[config.mk]
export PLATFORM = sky130hd
export DESIGN_NAME = nlcc_line_tracker
export DESIGN_NICKNAME = d
export VERILOG_FILES = /design/src/hw/rtl/nlcc_pkg.sv /design/src/hw/rtl/nlcc_line_tracker.sv
export SDC_FILE = /design/constraint.sdc
export NUM_CORES = 1
export LEC_CHECK = 0
export BUFFER_PORTS_ARGS = -buffer_cell sky130_fd_sc_hd__buf_4
export CAP_MARGIN = 20
export CORE_MARGIN = 4
export CORE_UTILIZATION = 55
export DETAILED_ROUTE_END_ITERATION = 10
export PLACE_DENSITY_LB_ADDON = 0.1
export SLEW_MARGIN = 20
export SYNTH_ARGS = -nofsm -noshare
export SYNTH_HDL_FRONTEND = slang
export SYNTH_SLANG_ARGS = --single-unit
[constraint.sdc]
create_clock -name clk -period 3.5 [get_ports clk]
set_clock_uncertainty 0.15 [all_clocks]
set_input_delay 0.35 -clock clk [delete_from_list [all_inputs] [get_ports clk]]
set_output_delay 0.35 -clock clk [all_outputs]
set_load 0.03 [all_outputs]
[src/hw/rtl/nlcc_pkg.sv]
// Shared types, character codes and prefix table for the line checksum checker.
package nlcc_pkg;

	localparam logic [7:0] CHAR_LF   = 8'h0A;
	localparam logic [7:0] CHAR_CR   = 8'h0D;
	localparam logic [7:0] CHAR_STAR = 8'h2A;

	localparam int PREFIX_LEN   = 6;
	localparam int PREFIX_COUNT = 6;
	localparam int LEN_W        = 7;

	localparam logic [LEN_W-1:0] MIN_LEN_RESET = 7'd10;

	// Known sentence prefixes, entry k reports sentence kind k+1
	localparam logic [0:PREFIX_COUNT-1][8*PREFIX_LEN-1:0] PREFIX_STR = {
		"$GPRMC", "$GPVTG", "$GPGGA", "$GPGSA", "$GPGSV", "$GPGLL"
	};

	localparam logic [2:0] KIND_OTHER = 3'd0;

	typedef enum logic [1:0] {
		ST_ACCEPTED  = 2'd0,
		ST_TOO_SHORT = 2'd1,
		ST_NO_STAR   = 2'd2,
		ST_MISMATCH  = 2'd3
	} status_t;

	typedef struct packed {
		status_t          line_status;
		logic [2:0]       sentence_kind;
		logic [7:0]       computed_sum;
		logic [7:0]       received_sum;
		logic [LEN_W-1:0] line_length;
	} result_t;

	typedef struct packed {
		logic       is_hex;
		logic [3:0] value;
	} hex_digit_t;

	// Decode one ASCII hex digit
	function automatic hex_digit_t hex_decode(input logic [7:0] c);
		hex_digit_t d;
		d.is_hex = 1'b1;
		d.value  = 4'd0;
		if (c inside {[8'h30:8'h39]}) begin
			d.value = 4'(c - 8'h30);
		end else if (c inside {[8'h61:8'h66]}) begin
			d.value = 4'(c - 8'h57);
		end else if (c inside {[8'h41:8'h46]}) begin
			d.value = 4'(c - 8'h37);
		end else begin
			d.is_hex = 1'b0;
		end
		return d;
	endfunction

endpackage

[src/hw/rtl/nlcc_line_tracker.sv]
// Per-line running state: length, XOR, star capture, hex parse and prefix match.
module nlcc_line_tracker import nlcc_pkg::*; #(
	parameter int LINE_CAPACITY = 128,
	parameter int CNT_W         = 7
) (
	input  logic             clk,
	input  logic             arst_n,
	input  logic             step,
	input  logic [7:0]       rx_byte,
	input  logic [LEN_W-1:0] min_line_length,
	output result_t          result
);

	localparam int CMP_W = (CNT_W > LEN_W) ? CNT_W : LEN_W;
	localparam logic [CNT_W-1:0] CNT_LAST = CNT_W'(LINE_CAPACITY - 1);

	logic [CNT_W-1:0]        byte_count_q;
	logic [7:0]              running_xor_q;
	logic                    star_seen_q;
	logic [7:0]              xor_at_star_q;
	logic [7:0]              hex_value_q;
	logic                    hex_active_q;
	logic [PREFIX_COUNT-1:0] prefix_match_q;

	logic [CMP_W-1:0]        count_ext;
	logic [CMP_W-1:0]        min_ext;
	logic                    is_lf;
	logic                    is_cr;
	logic                    is_star;
	logic                    at_capacity;
	logic                    in_prefix;
	logic [2:0]              prefix_pos;
	logic [PREFIX_COUNT-1:0] prefix_next;
	hex_digit_t              digit;

	assign count_ext   = CMP_W'(byte_count_q);
	assign min_ext     = CMP_W'(min_line_length);
	assign is_lf       = (rx_byte == CHAR_LF);
	assign is_cr       = (rx_byte == CHAR_CR);
	assign is_star     = (rx_byte == CHAR_STAR);
	assign at_capacity = (byte_count_q == CNT_LAST);
	assign in_prefix   = (count_ext < CMP_W'(PREFIX_LEN));
	assign prefix_pos  = byte_count_q[2:0];
	assign digit       = hex_decode(rx_byte);

	// Drop prefixes whose character at this position differs
	always_comb begin
		prefix_next = prefix_match_q;
		for (int k = 0; k < PREFIX_COUNT; k++) begin
			if (PREFIX_STR[k][(PREFIX_LEN - 1 - int'(prefix_pos)) * 8 +: 8] != rx_byte) begin
				prefix_next[k] = 1'b0;
			end
		end
	end

	// Form the line-end report from the current state
	always_comb begin
		result.sentence_kind = KIND_OTHER;
		if (count_ext >= CMP_W'(PREFIX_LEN)) begin
			for (int k = PREFIX_COUNT - 1; k >= 0; k--) begin
				if (prefix_match_q[k]) begin
					result.sentence_kind = 3'(k + 1);
				end
			end
		end
		result.computed_sum = 8'd0;
		result.received_sum = 8'd0;
		result.line_length  = count_ext[LEN_W-1:0];
		if (count_ext <= min_ext) begin
			result.line_status   = ST_TOO_SHORT;
			result.sentence_kind = KIND_OTHER;
		end else if (!star_seen_q) begin
			result.line_status = ST_NO_STAR;
		end else begin
			result.computed_sum = xor_at_star_q;
			result.received_sum = hex_value_q;
			result.line_status  = (xor_at_star_q == hex_value_q) ? ST_ACCEPTED : ST_MISMATCH;
		end
	end

	// Advance the line state by one byte
	always_ff @(posedge clk or negedge arst_n) begin
		if (!arst_n) begin
			byte_count_q   <= '0;
			running_xor_q  <= '0;
			star_seen_q    <= 1'b0;
			xor_at_star_q  <= '0;
			hex_value_q    <= '0;
			hex_active_q   <= 1'b0;
			prefix_match_q <= '1;
		end else if (step && !is_cr) begin
			if (is_lf || at_capacity) begin
				byte_count_q   <= '0;
				running_xor_q  <= '0;
				star_seen_q    <= 1'b0;
				xor_at_star_q  <= '0;
				hex_value_q    <= '0;
				hex_active_q   <= 1'b0;
				prefix_match_q <= '1;
			end else begin
				if (in_prefix) begin
					prefix_match_q <= prefix_next;
				end
				if (is_star) begin
					xor_at_star_q <= running_xor_q;
					star_seen_q   <= 1'b1;
					hex_active_q  <= 1'b1;
					hex_value_q   <= '0;
				end else if (hex_active_q) begin
					if (digit.is_hex) begin
						hex_value_q <= {hex_value_q[3:0], digit.value};
					end else begin
						hex_active_q <= 1'b0;
					end
				end
				if (byte_count_q != '0) begin
					running_xor_q <= running_xor_q ^ rx_byte;
				end
				byte_count_q <= byte_count_q + CNT_W'(1);
			end
		end
	end

endmodule

== After elaboration in Yosys (flattened, before gate mapping) ==
Index checks and enable logic that the tools add are counted.
Storage, ports and cells
  register bits: 39
  output and inout port bits: 28
  bits in latches: 0
  bits in read-only memories: 0
  memories: 0
  bits in writable memories: 0
  input bits: 18
  word-level logic and storage cells: 113
Cells by class
  shift-type cells: 6
  bitwise logic cells: 1
  div/mod/pow operators: 0
  add/sub/neg operators: 5
  muxes and demuxes: 42
  eq/ne operators: 11
  $mul: 0
  magnitude comparators: 9
  reductions and logical operators: 27
Operators by type and width (number)
  $shiftx 48x7->8 const A: 6
  $mux 8: 8
  $ne 8x8->1: 6
  $mux 16: 2
  $mux 3: 8
  $reduce_and 3->1: 7
  $reduce_bool 2->1: 9
  $eq 8x4->1 const B: 2
  $ge 8x7->1 const B: 2
  $le 8x7->1 const B: 2
  $mux 1: 15
  $mux 4: 3
  $mux 6: 2
  $eq 8x6->1 const B: 1
  $eq 8x8->1: 1
  $ge 8x6->1 const B: 1
  $le 8x6->1 const B: 1
  $sub 4x3->4 const B: 2
  $xor 8x8->8: 1
  $add 7x1->7 const B: 1
  $eq 7x7->1 const B: 1
  $ge 7x3->1 const B: 1
  $le 7x7->1: 1
  $lt 7x3->1 const B: 1
  other kinds (10): 17

== Logic depth before layout (Yosys ltp) ==
Gate-level depths: netlist (run 1).
  depth after elaboration: 9
  depth in mapped cells: 10
  gate-level depth less buffers: 7

== Least setup slack after synthesis (run 1) ==
OpenSTA, ideal clock, no wires.
  path kind: reg2out
  from: register byte_count_q[0]
  to: output result[24] (netlist bit)
  buffers on the path: 1
  stages on the path, launching flop included: 9
  path slack: 342 ps
  arrival time: 2658 ps
  required time: 3000 ps
  path through: dfrtp_1 buf_2 inv_1 ha_1 nand4_1 nor2_1 a21o_1 a31oi_1 nor4b_1
RTL lines
  start, declared: RTL line nlcc_line_tracker.sv:17  | logic [CNT_W-1:0] byte_count_q;
  start signal, assigned: RTL line nlcc_line_tracker.sv:119  | byte_count_q <= byte_count_q + CNT_W'(1);
  end, declared: RTL line nlcc_line_tracker.sv:11  | output result_t result

==> results of run 1 <==
[power groups by stage]
stage          Clock [W]  Sequential (W)  Combinational, W
2_1_floorplan          0        0.000776          0.000882
3_3_place_gp           0        0.000760           0.00123
3_5_place_dp           0        0.000768           0.00125
4_1_cts         0.000382        0.000759           0.00125
5_1_grt         0.000406        0.000783           0.00139
6_report        0.000376        0.000762           0.00126
[layout make-up]
cell class | count | area (µm²) | area share
Multi-Input combinational cell | 278 | 1888 | 0.5345
Sequential cell | 39 | 983.4 | 0.2784
Timing Repair Buffer | 52 | 392.9 | 0.1112
Tap cell | 70 | 87.58 | 0.02480
Clock buffer | 5 | 68.82 | 0.01948
Inverter | 18 | 67.56 | 0.01913
Clock inverter | 3 | 43.79 | 0.01240
[layout by cell type (no fill, tap or decap), drive strengths merged, types with 11 or more instances in the layout]
cell type   n
buf        51
dfrtp      33
nor2       31
nand2      22
nand3      20
and3       19
inv        18
a21oi      18
a22o       16
xnor2      15
ha         14
o21ai      14
nand4      11
xor2       11
[worst min-delay path, stage by stage]
cell      delay, ps
buf_4           160
nand3b_1        130
o31ai_1          60
[cell usage after synthesis (6+ instances only)]
| cell | n |
|---|---|
| dfstp_2 | 6 |
| nor2b_1 | 7 |
| o31ai_1 | 9 |
| o21ai_0 | 13 |
| xor2_1 | 11 |
| nand4_1 | 11 |
| ha_1 | 14 |
| and3_1 | 19 |
| a21oi_1 | 17 |
| inv_1 | 18 |
| nand2_1 | 22 |
| nor2_1 | 30 |
| a22o_1 | 16 |
| clkbuf_1 | 16 |
| dfrtp_1 | 33 |
| xnor2_1 | 15 |
| nand3_1 | 20 |
[per-stage QoR]
stage	power, W	worst slack [ps]	hold slack (ps)	util	instance area, µm²
global placement	0.001992	841.4	198.3	0.6510	3410
CTS	0.002396	456.6	250.6	0.6744	3532
finish	0.002399	449.0	259.7	0.6744	3532
global route	0.002583	335.2	266.7	0.6744	3532
detailed placement	0.002016	774.7	204.3	0.6510	3410
floorplan	0.001658	342.0	-95.59	-	3042
[routing by layer]
| layer | GRT usage | part of all wire | vias up |
|---|---|---|---|
| li1 | - | - | 1385 |
| met1 | 0.3654 | 0.46 | 1346 |
| met2 | 0.3814 | 0.45 | 107 |
| met3 | 0.03905 | 0.077 | 18 |
| met4 | 0.08140 | 0.019 | 0 |
| met5 | 0 | 0 | - |
[flip-flops by register name, indices dropped and copies added, names as in the netlist]
register	flops
byte_count_q	7
hex_active_q	1
hex_value_q	8
prefix_match_q	6
running_xor_q	8
star_seen_q	1
xor_at_star_q	8
[kinds of logic (layout without fill, tap and decap cells)]
group / Yosys count / after routing / share of synthesized area
buffers and inverters: 42 / 78 / 0.05594
DFF: 39 / 39 / 0.3233
and+or+nand+nor: 141 / 141 / 0.2538
AOI/OAI and AO/OA: 93 / 93 / 0.2205
adders and majority gates: 14 / 14 / 0.05759
muxes: 4 / 4 / 0.01399
xor gates and xnor gates: 26 / 26 / 0.07487
[how the worst max path moves through the flow]
stage                                     start                            end  slack (ps)
finish              byte_count_q[2]$_DFFE_PN0P_                     result[27]         450
global route        byte_count_q[2]$_DFFE_PN0P_                     result[27]         340
CTS                 byte_count_q[2]$_DFFE_PN0P_                     result[27]         460
detailed placement  byte_count_q[2]$_DFFE_PN0P_  prefix_match_q[3]$_DFFE_PN1P_         770
global placement    byte_count_q[0]$_DFFE_PN0P_                     result[27]         840
floorplan           byte_count_q[0]$_DFFE_PN0P_                     result[24]         340
==> out/metrics.csv, run 1 <==
stage;metric;value;unit
grt;grt_first_pass_wirelength;13080;µm
flow_run;drv_cap;0;
cts;numClockSinks;39;
die;fp.dieH;82.37;µm
cts;clkTransAtPathRegs;80;ps
routing;finalWirelength;7924;µm
finish;fin_cells;465;
critical_path;path_delay_family;compound AO/OA/AOI/OAI gates;
critical_path;crit_cells;8;
yosys;synth_top_cell_area_share;0.2715;
sta;worst_pin_slew;721.2;ps
power_and_ir_drop;power_frac_comb;0.526;
power_and_ir_drop;p_sw_frac;0.4496;
die;die_area;6784;µm²
yosys;ys_seq_elements;39;
finish;syn_to_final_growth;16.13;%
routing;vias;2856;
yosys;synthArstFlopShare;1.000;
run_status;status;finished, final reports clean;
cts;cts_tree;done;
routing;detail_route.wl_per_cell;17.04;µm
cts;h-tree-depth;2;
critical_path;critPathRequiredTime;3000;ps
yosys;syn_area;3042;µm²
critical_path;cpPeakStageDelay;600;ps
critical_path;crit_buf_inv;2;
die;die_w;82.37;µm
sta;finalSetupTns;0;ps
yosys;synth.distinct_cells;60;
die;start_util;0.5807;
cts;max-clock-path-buffers;2;
worst_hold_path;min-delay-start;rx_byte[3];
yosys;ys_warn_count;0;
place;place.gp.congestion;0.9768;
worst_hold_path;worstHoldPathCells;3;
cts;clk-insertion-delay-late;290;ps
cts;holdBufCountCts;1;
die;io_pins;46;
yosys;syn_inst;359;
critical_path;path_max_fanout;20;
die;core.rowCount;26;
place;post-dp-hpwl;5769;µm
worst_hold_path;hold_path_class;in -> reg;
yosys;synth-main-ff-cell;dfrtp_1;
finish;drive_above_1_share;0.1924;
routing;ant_nets;0;
cts;postCtsSetupRepairBufs;0;
sta;setup_viol;0;
power_and_ir_drop;pwr-share-seq;0.318;
place;io_buffer_count;45;
sta;period_needed;3051;ps
critical_path;rr_endpoint;prefix_match_q[3]$_DFFE_PN1P_;
critical_path;worstPathCellList;ha_1 -> nand4_1 -> nor2_1 -> a21o_1 -> a31oi_1 -> buf_4 -> a21boi_0 -> buf_4;
sta;period_share;0.8717;
routing;post-route-drc-count;0;
critical_path;worstPathArrival;2550;ps
power_and_ir_drop;clkPwrFrac;0.157;
critical_path;rr_startpoint;byte_count_q[2]$_DFFE_PN0P_;
sta;hold_viol;0;
finish;fillers;448;
sta;slew_viol_final;0;
grt;antenna_found_initial;0;
yosys;avgSynthCellArea;8.473;µm²
yosys;netlist_top_cells_area;dfrtp_1 27%, ha_1 5.8%, dfstp_2 5.2%, a22o_1 4.6%, xnor2_1 4.3%;
power_and_ir_drop;power_density;679.2;nW/µm²
die;floorplan.core_area;5238;µm²
critical_path;cpMostUsedCell;buf_4;
yosys;synth_edf_count;0;
grt;grt_pass1_vias;2635;
power_and_ir_drop;p_leak;1.644;nW
yosys;synthesis.nets;391;
worst_hold_path;hold_end;prefix_match_q[2]$_DFFE_PN1P_;
sta;grt_setup_unrepaired;false;
power_and_ir_drop;p_int;0.001320;W
cts;cts-resized-gates;0;
critical_path;r2r_cells;5;
power_and_ir_drop;p_switching;0.001079;W
critical_path;crit_type;reg -> out;
critical_path;slowest_stage;dfrtp_1;
cts;cts_root_buf;clkbuf_8;
routing;vias_per_cell;6.142;
critical_path;crit_path_start_kind;flip-flop;
grt;overflow;0;
yosys;yosysTopAreaCell;dfrtp_1;
power_and_ir_drop;ir_worst_vdd;0.0003789;V
place;dp_cells;456;
routing;dr.pass1.iters;4;
yosys;seq_area_frac_synth;0.3233;
grt;grt_max_degree;40;
cts;cts_inserted_buffers;5;
routing;drt_iter0_drc;194;
finish;num_antenna_cells;0;
sta;slew_headroom;0.5192;
critical_path;endpoint_kind;output port;
finish;fin_nets;426;
grt;grtUsageTotal;0.2517;
sta;max_freq;327.8;MHz
critical_path;r2r_slack;780;ps
(Power assumes the default switching activity.)
==> inputs of run 2 (changes only) <==
--- a/config.mk
+++ b/config.mk
@@ -7,8 +7,10 @@
 export LEC_CHECK = 0
 export BUFFER_PORTS_ARGS = -buffer_cell sky130_fd_sc_hd__buf_4
 export CAP_MARGIN = 20
+export CELL_PAD_IN_SITES_DETAIL_PLACEMENT = 0
+export CELL_PAD_IN_SITES_GLOBAL_PLACEMENT = 1
 export CORE_MARGIN = 4
-export CORE_UTILIZATION = 55
+export CORE_UTILIZATION = 46
 export DETAILED_ROUTE_END_ITERATION = 10
 export PLACE_DENSITY_LB_ADDON = 0.1
 export SLEW_MARGIN = 20
==> run 2 against run 1 <==
Net effect:
- worst setup slack improved by 190 ps
- critical path depth did not move
- non-clock buffer count rose by 1
- sequential share of layout area down 0.13 points
- flip-flop and latch count unchanged
- clock power hardly changed
- highest routed layer unchanged
==> out/metrics.csv, run 2 (synthesis gave the netlist of run 1 again) <==
stage;metric;value;unit
sta;setup_viol;0;
critical_path;critPathRequiredTime;3000;ps
critical_path;worstPathArrival;2360;ps
routing;post-route-drc-count;0;
routing;drt_iter0_drc;201;
die;die_area;7977;µm²
place;post-dp-hpwl;6046;µm
power_and_ir_drop;p_leak;1.649;nW
worst_hold_path;hold_path_class;in -> reg;
sta;slew_viol_final;0;
place;io_buffer_count;45;
sta;grt_setup_unrepaired;false;
die;floorplan.core_area;6386;µm²
sta;period_needed;2861;ps
grt;overflow;0;
sta;hold_viol;0;
sta;finalSetupTns;0;ps
sta;period_share;0.8175;
die;core.rowCount;29;
grt;grt_max_degree;40;
finish;seq_area;983.4;µm²
cts;clkTransAtPathRegs;80;ps
routing;finalWirelength;8198;µm
cts;max-clock-path-buffers;2;
finish;final_cell_mix;52 x buf_4, 33 x dfrtp_1, 30 x nor2_1, 22 x nand2_1, 20 x nand3_1;
cts;cts_inserted_buffers;5;
sta;worst_pin_slew;689.9;ps
finish;fin_nets;427;
routing;routed.top_layer;met4;
grt;grt_first_pass_wirelength;13270;µm
die;start_util;0.4763;
place;dpl_worst_slack;811.4;ps
sta;slew_headroom;0.5358;
finish;final_common_cell;buf_4;
place;placed_cell_area;3426;µm²
routing;vias;2784;
die;fp.dieH;89.32;µm
grt;grtUsageTotal;0.2147;
grt;antenna_found_initial;0;
finish;reg_top3;hex_value_q (8), running_xor_q (8), xor_at_star_q (8);
cts;cts_root_buf;clkbuf_8;
cts;postCtsSetupRepairBufs;0;
flow_run;drv_cap;0;
power_and_ir_drop;design_power_total;0.002419;W
critical_path;crit_path_start_kind;flip-flop;
finish;fin_cells;473;
grt;grt_pass1_vias;2620;
finish;fin_area;3548;µm²
finish;fillers;603;
cts;h-tree-depth;2;
finish;drive_above_1_share;0.1944;
routing;vias_per_cell;5.886;
routing;detail_route.wl_per_cell;17.33;µm
sta;max_freq;349.5;MHz
cts;cts_tree;done;
routing;dr.pass1.iters;4;
routing;wl_met1;3877;µm
die;die_w;89.32;µm
sta;fin_ws;638.8;ps
critical_path;crit_type;reg -> out;
power_and_ir_drop;power_density;681.8;nW/µm²
critical_path;path_max_fanout;21;
place;dp_cells;464;
power_and_ir_drop;ir_worst_vdd;0.0004516;V
finish;num_antenna_cells;0;
finish;multi_input_area;1888;µm²
die;io_pins;46;
routing;ant_nets;0;
critical_path;endpoint_kind;output port;
routing;wl_met3;404;µm
finish;syn_to_final_growth;16.66;%
run_status;status;finished, final reports clean;
cts;clk-insertion-delay-late;290;ps
routing;dr_wl_met2;3836;µm
place;place.gp.congestion;0.8605;
cts;numClockSinks;39;
run 2: cell types whose count changed in the layout (fill, tap and decap cells not counted):
cell / change
buf_4: +1
run 2: final timing paths:
check                                             startpoint                             to  slack (ps)  depth (start not counted)
worst min register to register  running_xor_q[5]$_DFFE_PN0P_   xor_at_star_q[5]$_DFFE_PN0P_         370                          1
max in group asynchronous                             arst_n  prefix_match_q[0]$_DFFE_PN1P_        2410                          2
worst max-delay path             byte_count_q[1]$_DFFE_PN0P_                     result[24]         640                          8
worst max register to register   byte_count_q[1]$_DFFE_PN0P_  prefix_match_q[2]$_DFFE_PN1P_         810                          5
worst min-delay path                              rx_byte[3]  prefix_match_q[2]$_DFFE_PN1P_         270                          3
min in group asynchronous                             arst_n    byte_count_q[1]$_DFFE_PN0P_         430                          2
run 2: timing repair:
action | CTS | global route
endpoints found under the hold margin | 33 | 0
resized for setup | 0 | 0
hold buffers | 1 | 0
run 2: area by class of cell:
class | instances | area share
inverter | 18 | 0.01904
clock buffer | 5 | 0.01939
timing repair buffer | 53 | 0.1128
tap | 77 | 0.02715
clock inverter | 3 | 0.01234
multi-input combinational | 278 | 0.5321
sequential | 39 | 0.2772
run 2: critical path: stages, from the launching register on:
cell and delay [ps]:
dfrtp_1 520, ha_1 360, nor2b_1 130, o21a_1 110, o21ai_0 60, a31oi_1 170, buf_4 240, nor4b_1 260
buf_4 210
run 2: routing by layer:
layer / track usage / vias up
li1: - / 1385
met1: 0.3149 / 1326
met2: 0.3262 / 66
met3: 0.03871 / 7
met4: 0.05548 / 0
met5: 0 / -
run 2: report_power, final:
part	internal, W	switching (W)
Clock	0.000212	0.000165
Sequential	0.000593	0.000162
Combinational	0.000528	0.000759
run 2: through the flow:
stage | hold slack (ps) | utilization
floorplan | -95.59 | -
global placement | 198.6 | 0.5364
detailed placement | 203.5 | 0.5364
CTS | 258.7 | 0.5556
global route | 272.1 | 0.5556
finish | 270.1 | 0.5556
==> inputs of run 3 (changes only) <==
--- a/config.mk
+++ b/config.mk
@@ -10,7 +10,7 @@
 export CELL_PAD_IN_SITES_DETAIL_PLACEMENT = 0
 export CELL_PAD_IN_SITES_GLOBAL_PLACEMENT = 1
 export CORE_MARGIN = 4
-export CORE_UTILIZATION = 46
+export CORE_UTILIZATION = 39
 export DETAILED_ROUTE_END_ITERATION = 10
 export PLACE_DENSITY_LB_ADDON = 0.1
 export SLEW_MARGIN = 20
==> constraint.sdc (replaced) <==
create_clock -name clk -period 2.5 [get_ports clk]
set_clock_uncertainty 0.15 [all_clocks]
set_input_delay 0.25 -clock clk [delete_from_list [all_inputs] [get_ports clk]]
set_output_delay 0.25 -clock clk [all_outputs]
set_load 0.03 [all_outputs]
==> run 3 against run 2 <==
Net effect:
- non-clock buffer count grew 27
- critical path type unchanged
- routed wire length grew 5.4%
- critical path depth is the same
- worst setup slack lost 630 ps
- flip-flop and latch count is the same
- core utilization shrank 1.8 points
- design area grew 12%
- count of clock-buffer cells in the layout grew 1
- largest power group unchanged
- first-iteration DRC count shrank 31%
- die area grew 16%
- largest cell class unchanged
==> out/metrics.csv, run 3 (synthesis gave the netlist of run 1 again) <==
stage;metric;value;unit
cts;clkTransAtPathRegs;80;ps
finish;final_common_cell;buf_4;
critical_path;crit_type;reg -> out;
die;fp.dieH;96.31;µm
die;die_area;9276;µm²
routing;finalWirelength;8642;µm
finish;postLayoutCoreUtil;0.5381;
critical_path;worstPathCellList;ha_4 -> a21o_1 -> a21oi_2 -> a21o_1 -> a31oi_4 -> buf_6 -> nor4b_4 -> buf_6;
grt;grtUsageTotal;0.1953;
finish;fin_nets;454;
grt;antenna_found_initial;0;
routing;dr.pass1.iters;4;
grt;grt_first_pass_wirelength;14290;µm
cts;clk-insertion-delay-late;290;ps
routing;ant_nets;0;
sta;slew_viol_final;0;
sta;worst_pin_slew;509.8;ps
sta;period_share;0.9973;
critical_path;worstPathArrival;2090;ps
routing;post-route-drc-count;0;
die;floorplan.core_area;7408;µm²
grt;grt_max_degree;40;
finish;syn_to_final_growth;31.06;%
sta;grt_setup_unrepaired;true;
die;io_pins;46;
die;die_w;96.31;µm
sta;hold_viol;0;
cts;h-tree-depth;2;
critical_path;crit_path_start_kind;flip-flop;
run_status;status;finished, final reports clean;
finish;fillers;698;
power_and_ir_drop;power_density;939.7;nW/µm²
sta;slew_headroom;0.6601;
routing;vias;2912;
finish;final_cell_mix;54 x buf_4, 32 x dfrtp_1, 30 x nor2_1, 24 x buf_6, 22 x nand2_1;
place;dpl_worst_slack;154.8;ps
die;start_util;0.4106;
routing;vias_per_cell;5.579;
critical_path;slowest_stage;dfrtp_1;
die;core.rowCount;31;
worst_hold_path;hold_path_class;in -> reg;
cts;max-clock-path-buffers;2;
sta;period_needed;2493;ps
cts;cts_root_buf;clkbuf_8;
sta;max_freq;401.1;MHz
cts;cts_tree;done;
grt;grt_pass1_vias;2781;
finish;drive_above_1_share;0.3002;
critical_path;cp-startpoint;byte_count_q[5]$_DFFE_PN0P_;
sta;setup_viol;0;
critical_path;endpoint_kind;output port;
routing;drt_iter0_drc;138;
routing;detail_route.wl_per_cell;16.56;µm
critical_path;rr_startpoint;byte_count_q[1]$_DFFE_PN0P_;
place;post-dp-hpwl;6508;µm
power_and_ir_drop;p_leak;1.791;nW
place;place.gp.congestion;0.8815;
critical_path;critPathRequiredTime;2100;ps
cts;cts_inserted_buffers;5;
critical_path;cpPeakStageDelay;410;ps
finish;num_antenna_cells;0;
worst_hold_path;min-delay-start;rx_byte[3];
critical_path;path_max_fanout;3;
finish;reg_top3;hex_value_q (8), running_xor_q (8), xor_at_star_q (8);
sta;fin_ws;6.846;ps
grt;overflow;0;
flow_run;drv_cap;0;
place;io_buffer_count;45;
power_and_ir_drop;ir_worst_vdd;0.0003209;V
cts;numClockSinks;39;
==> run 3: changes by cell type in the layout (fill, tap and decap cells not counted), moves of 3 or more <==
| cell | delta |
|---|---|
| ha_1 | -3 |
| and3_4 | +4 |
| buf_6 | +24 |
| and3_1 | -8 |
| and3_2 | +4 |
==> run 3: per-stage QoR <==
stage	std cells	hold slack, ps	instance area, µm²	total power, W	setup TNS [ps]
after global placement	509	99.24	3675	0.003062	0
final	522	185.5	3986	0.003746	0
after floorplan	359	-195.6	3078	0.002375	0
after global routing	522	215.0	3986	0.004050	-878.3
after CTS	522	167.8	3871	0.003630	-253.9
after detailed placement	509	106.2	3675	0.003083	0
==> run 3: worst paths after layout <==
check,cells after the start,slack (ps),to
worst max-delay path,8,7,result[24]
worst min-delay path,3,190,prefix_match_q[2]$_DFFE_PN1P_
worst max register to register,6,60,prefix_match_q[3]$_DFFE_PN1P_
worst min register to register,1,370,xor_at_star_q[0]$_DFFE_PN0P_
max in group asynchronous,2,1530,prefix_match_q[0]$_DFFE_PN1P_
min in group asynchronous,2,310,byte_count_q[0]$_DFFE_PN0P_
==> run 3: power by group <==
part           switching (W)  internal [W]  total, W
Sequential          0.000190      0.000831   0.00102
Combinational        0.00126       0.00105   0.00230
Clock               0.000226      0.000195  0.000421
==> run 3: critical path: cells and delay by family, from the launching register on <==
family	cells	cell delay [ps]
AOI/OAI and AO/OA	4	600
DFF	1	410
buffers and inverters	2	310
adders and majority gates	1	280
and+or+nand+nor	1	210
==> run 3: cell type report <==
type                       count  area (µm²)  share of cell area
timing repair buffer          80       705.7              0.1770
inverter                      18       67.56             0.01695
multi-input combinational    278        2019              0.5066
clock inverter                 2       12.51            0.003139
tap                           99       123.9             0.03107
sequential                    39       984.7              0.2470
clock buffer                   6       72.57             0.01820
==> run 3: metal layers <==
layer  up-vias  wire length, µm  part of all wire  GRT usage
met2        65             3851              0.45     0.3002
met1      1390             4370              0.51     0.2909
li1       1449                -                 -          -
met4         0               80            0.0093    0.04089
met5         -                0                 0          0
met3         8              339             0.039    0.02658
==> run 3: repair_timing <==
action	4_1_cts	5_1_grt
buffers inserted	3	0
pin swaps	3	0
endpoints found under the setup margin	19	25
gates cloned	1	0
hold endpoints to repair	33	0
gates resized for setup	20	25
hold buffers	1	0
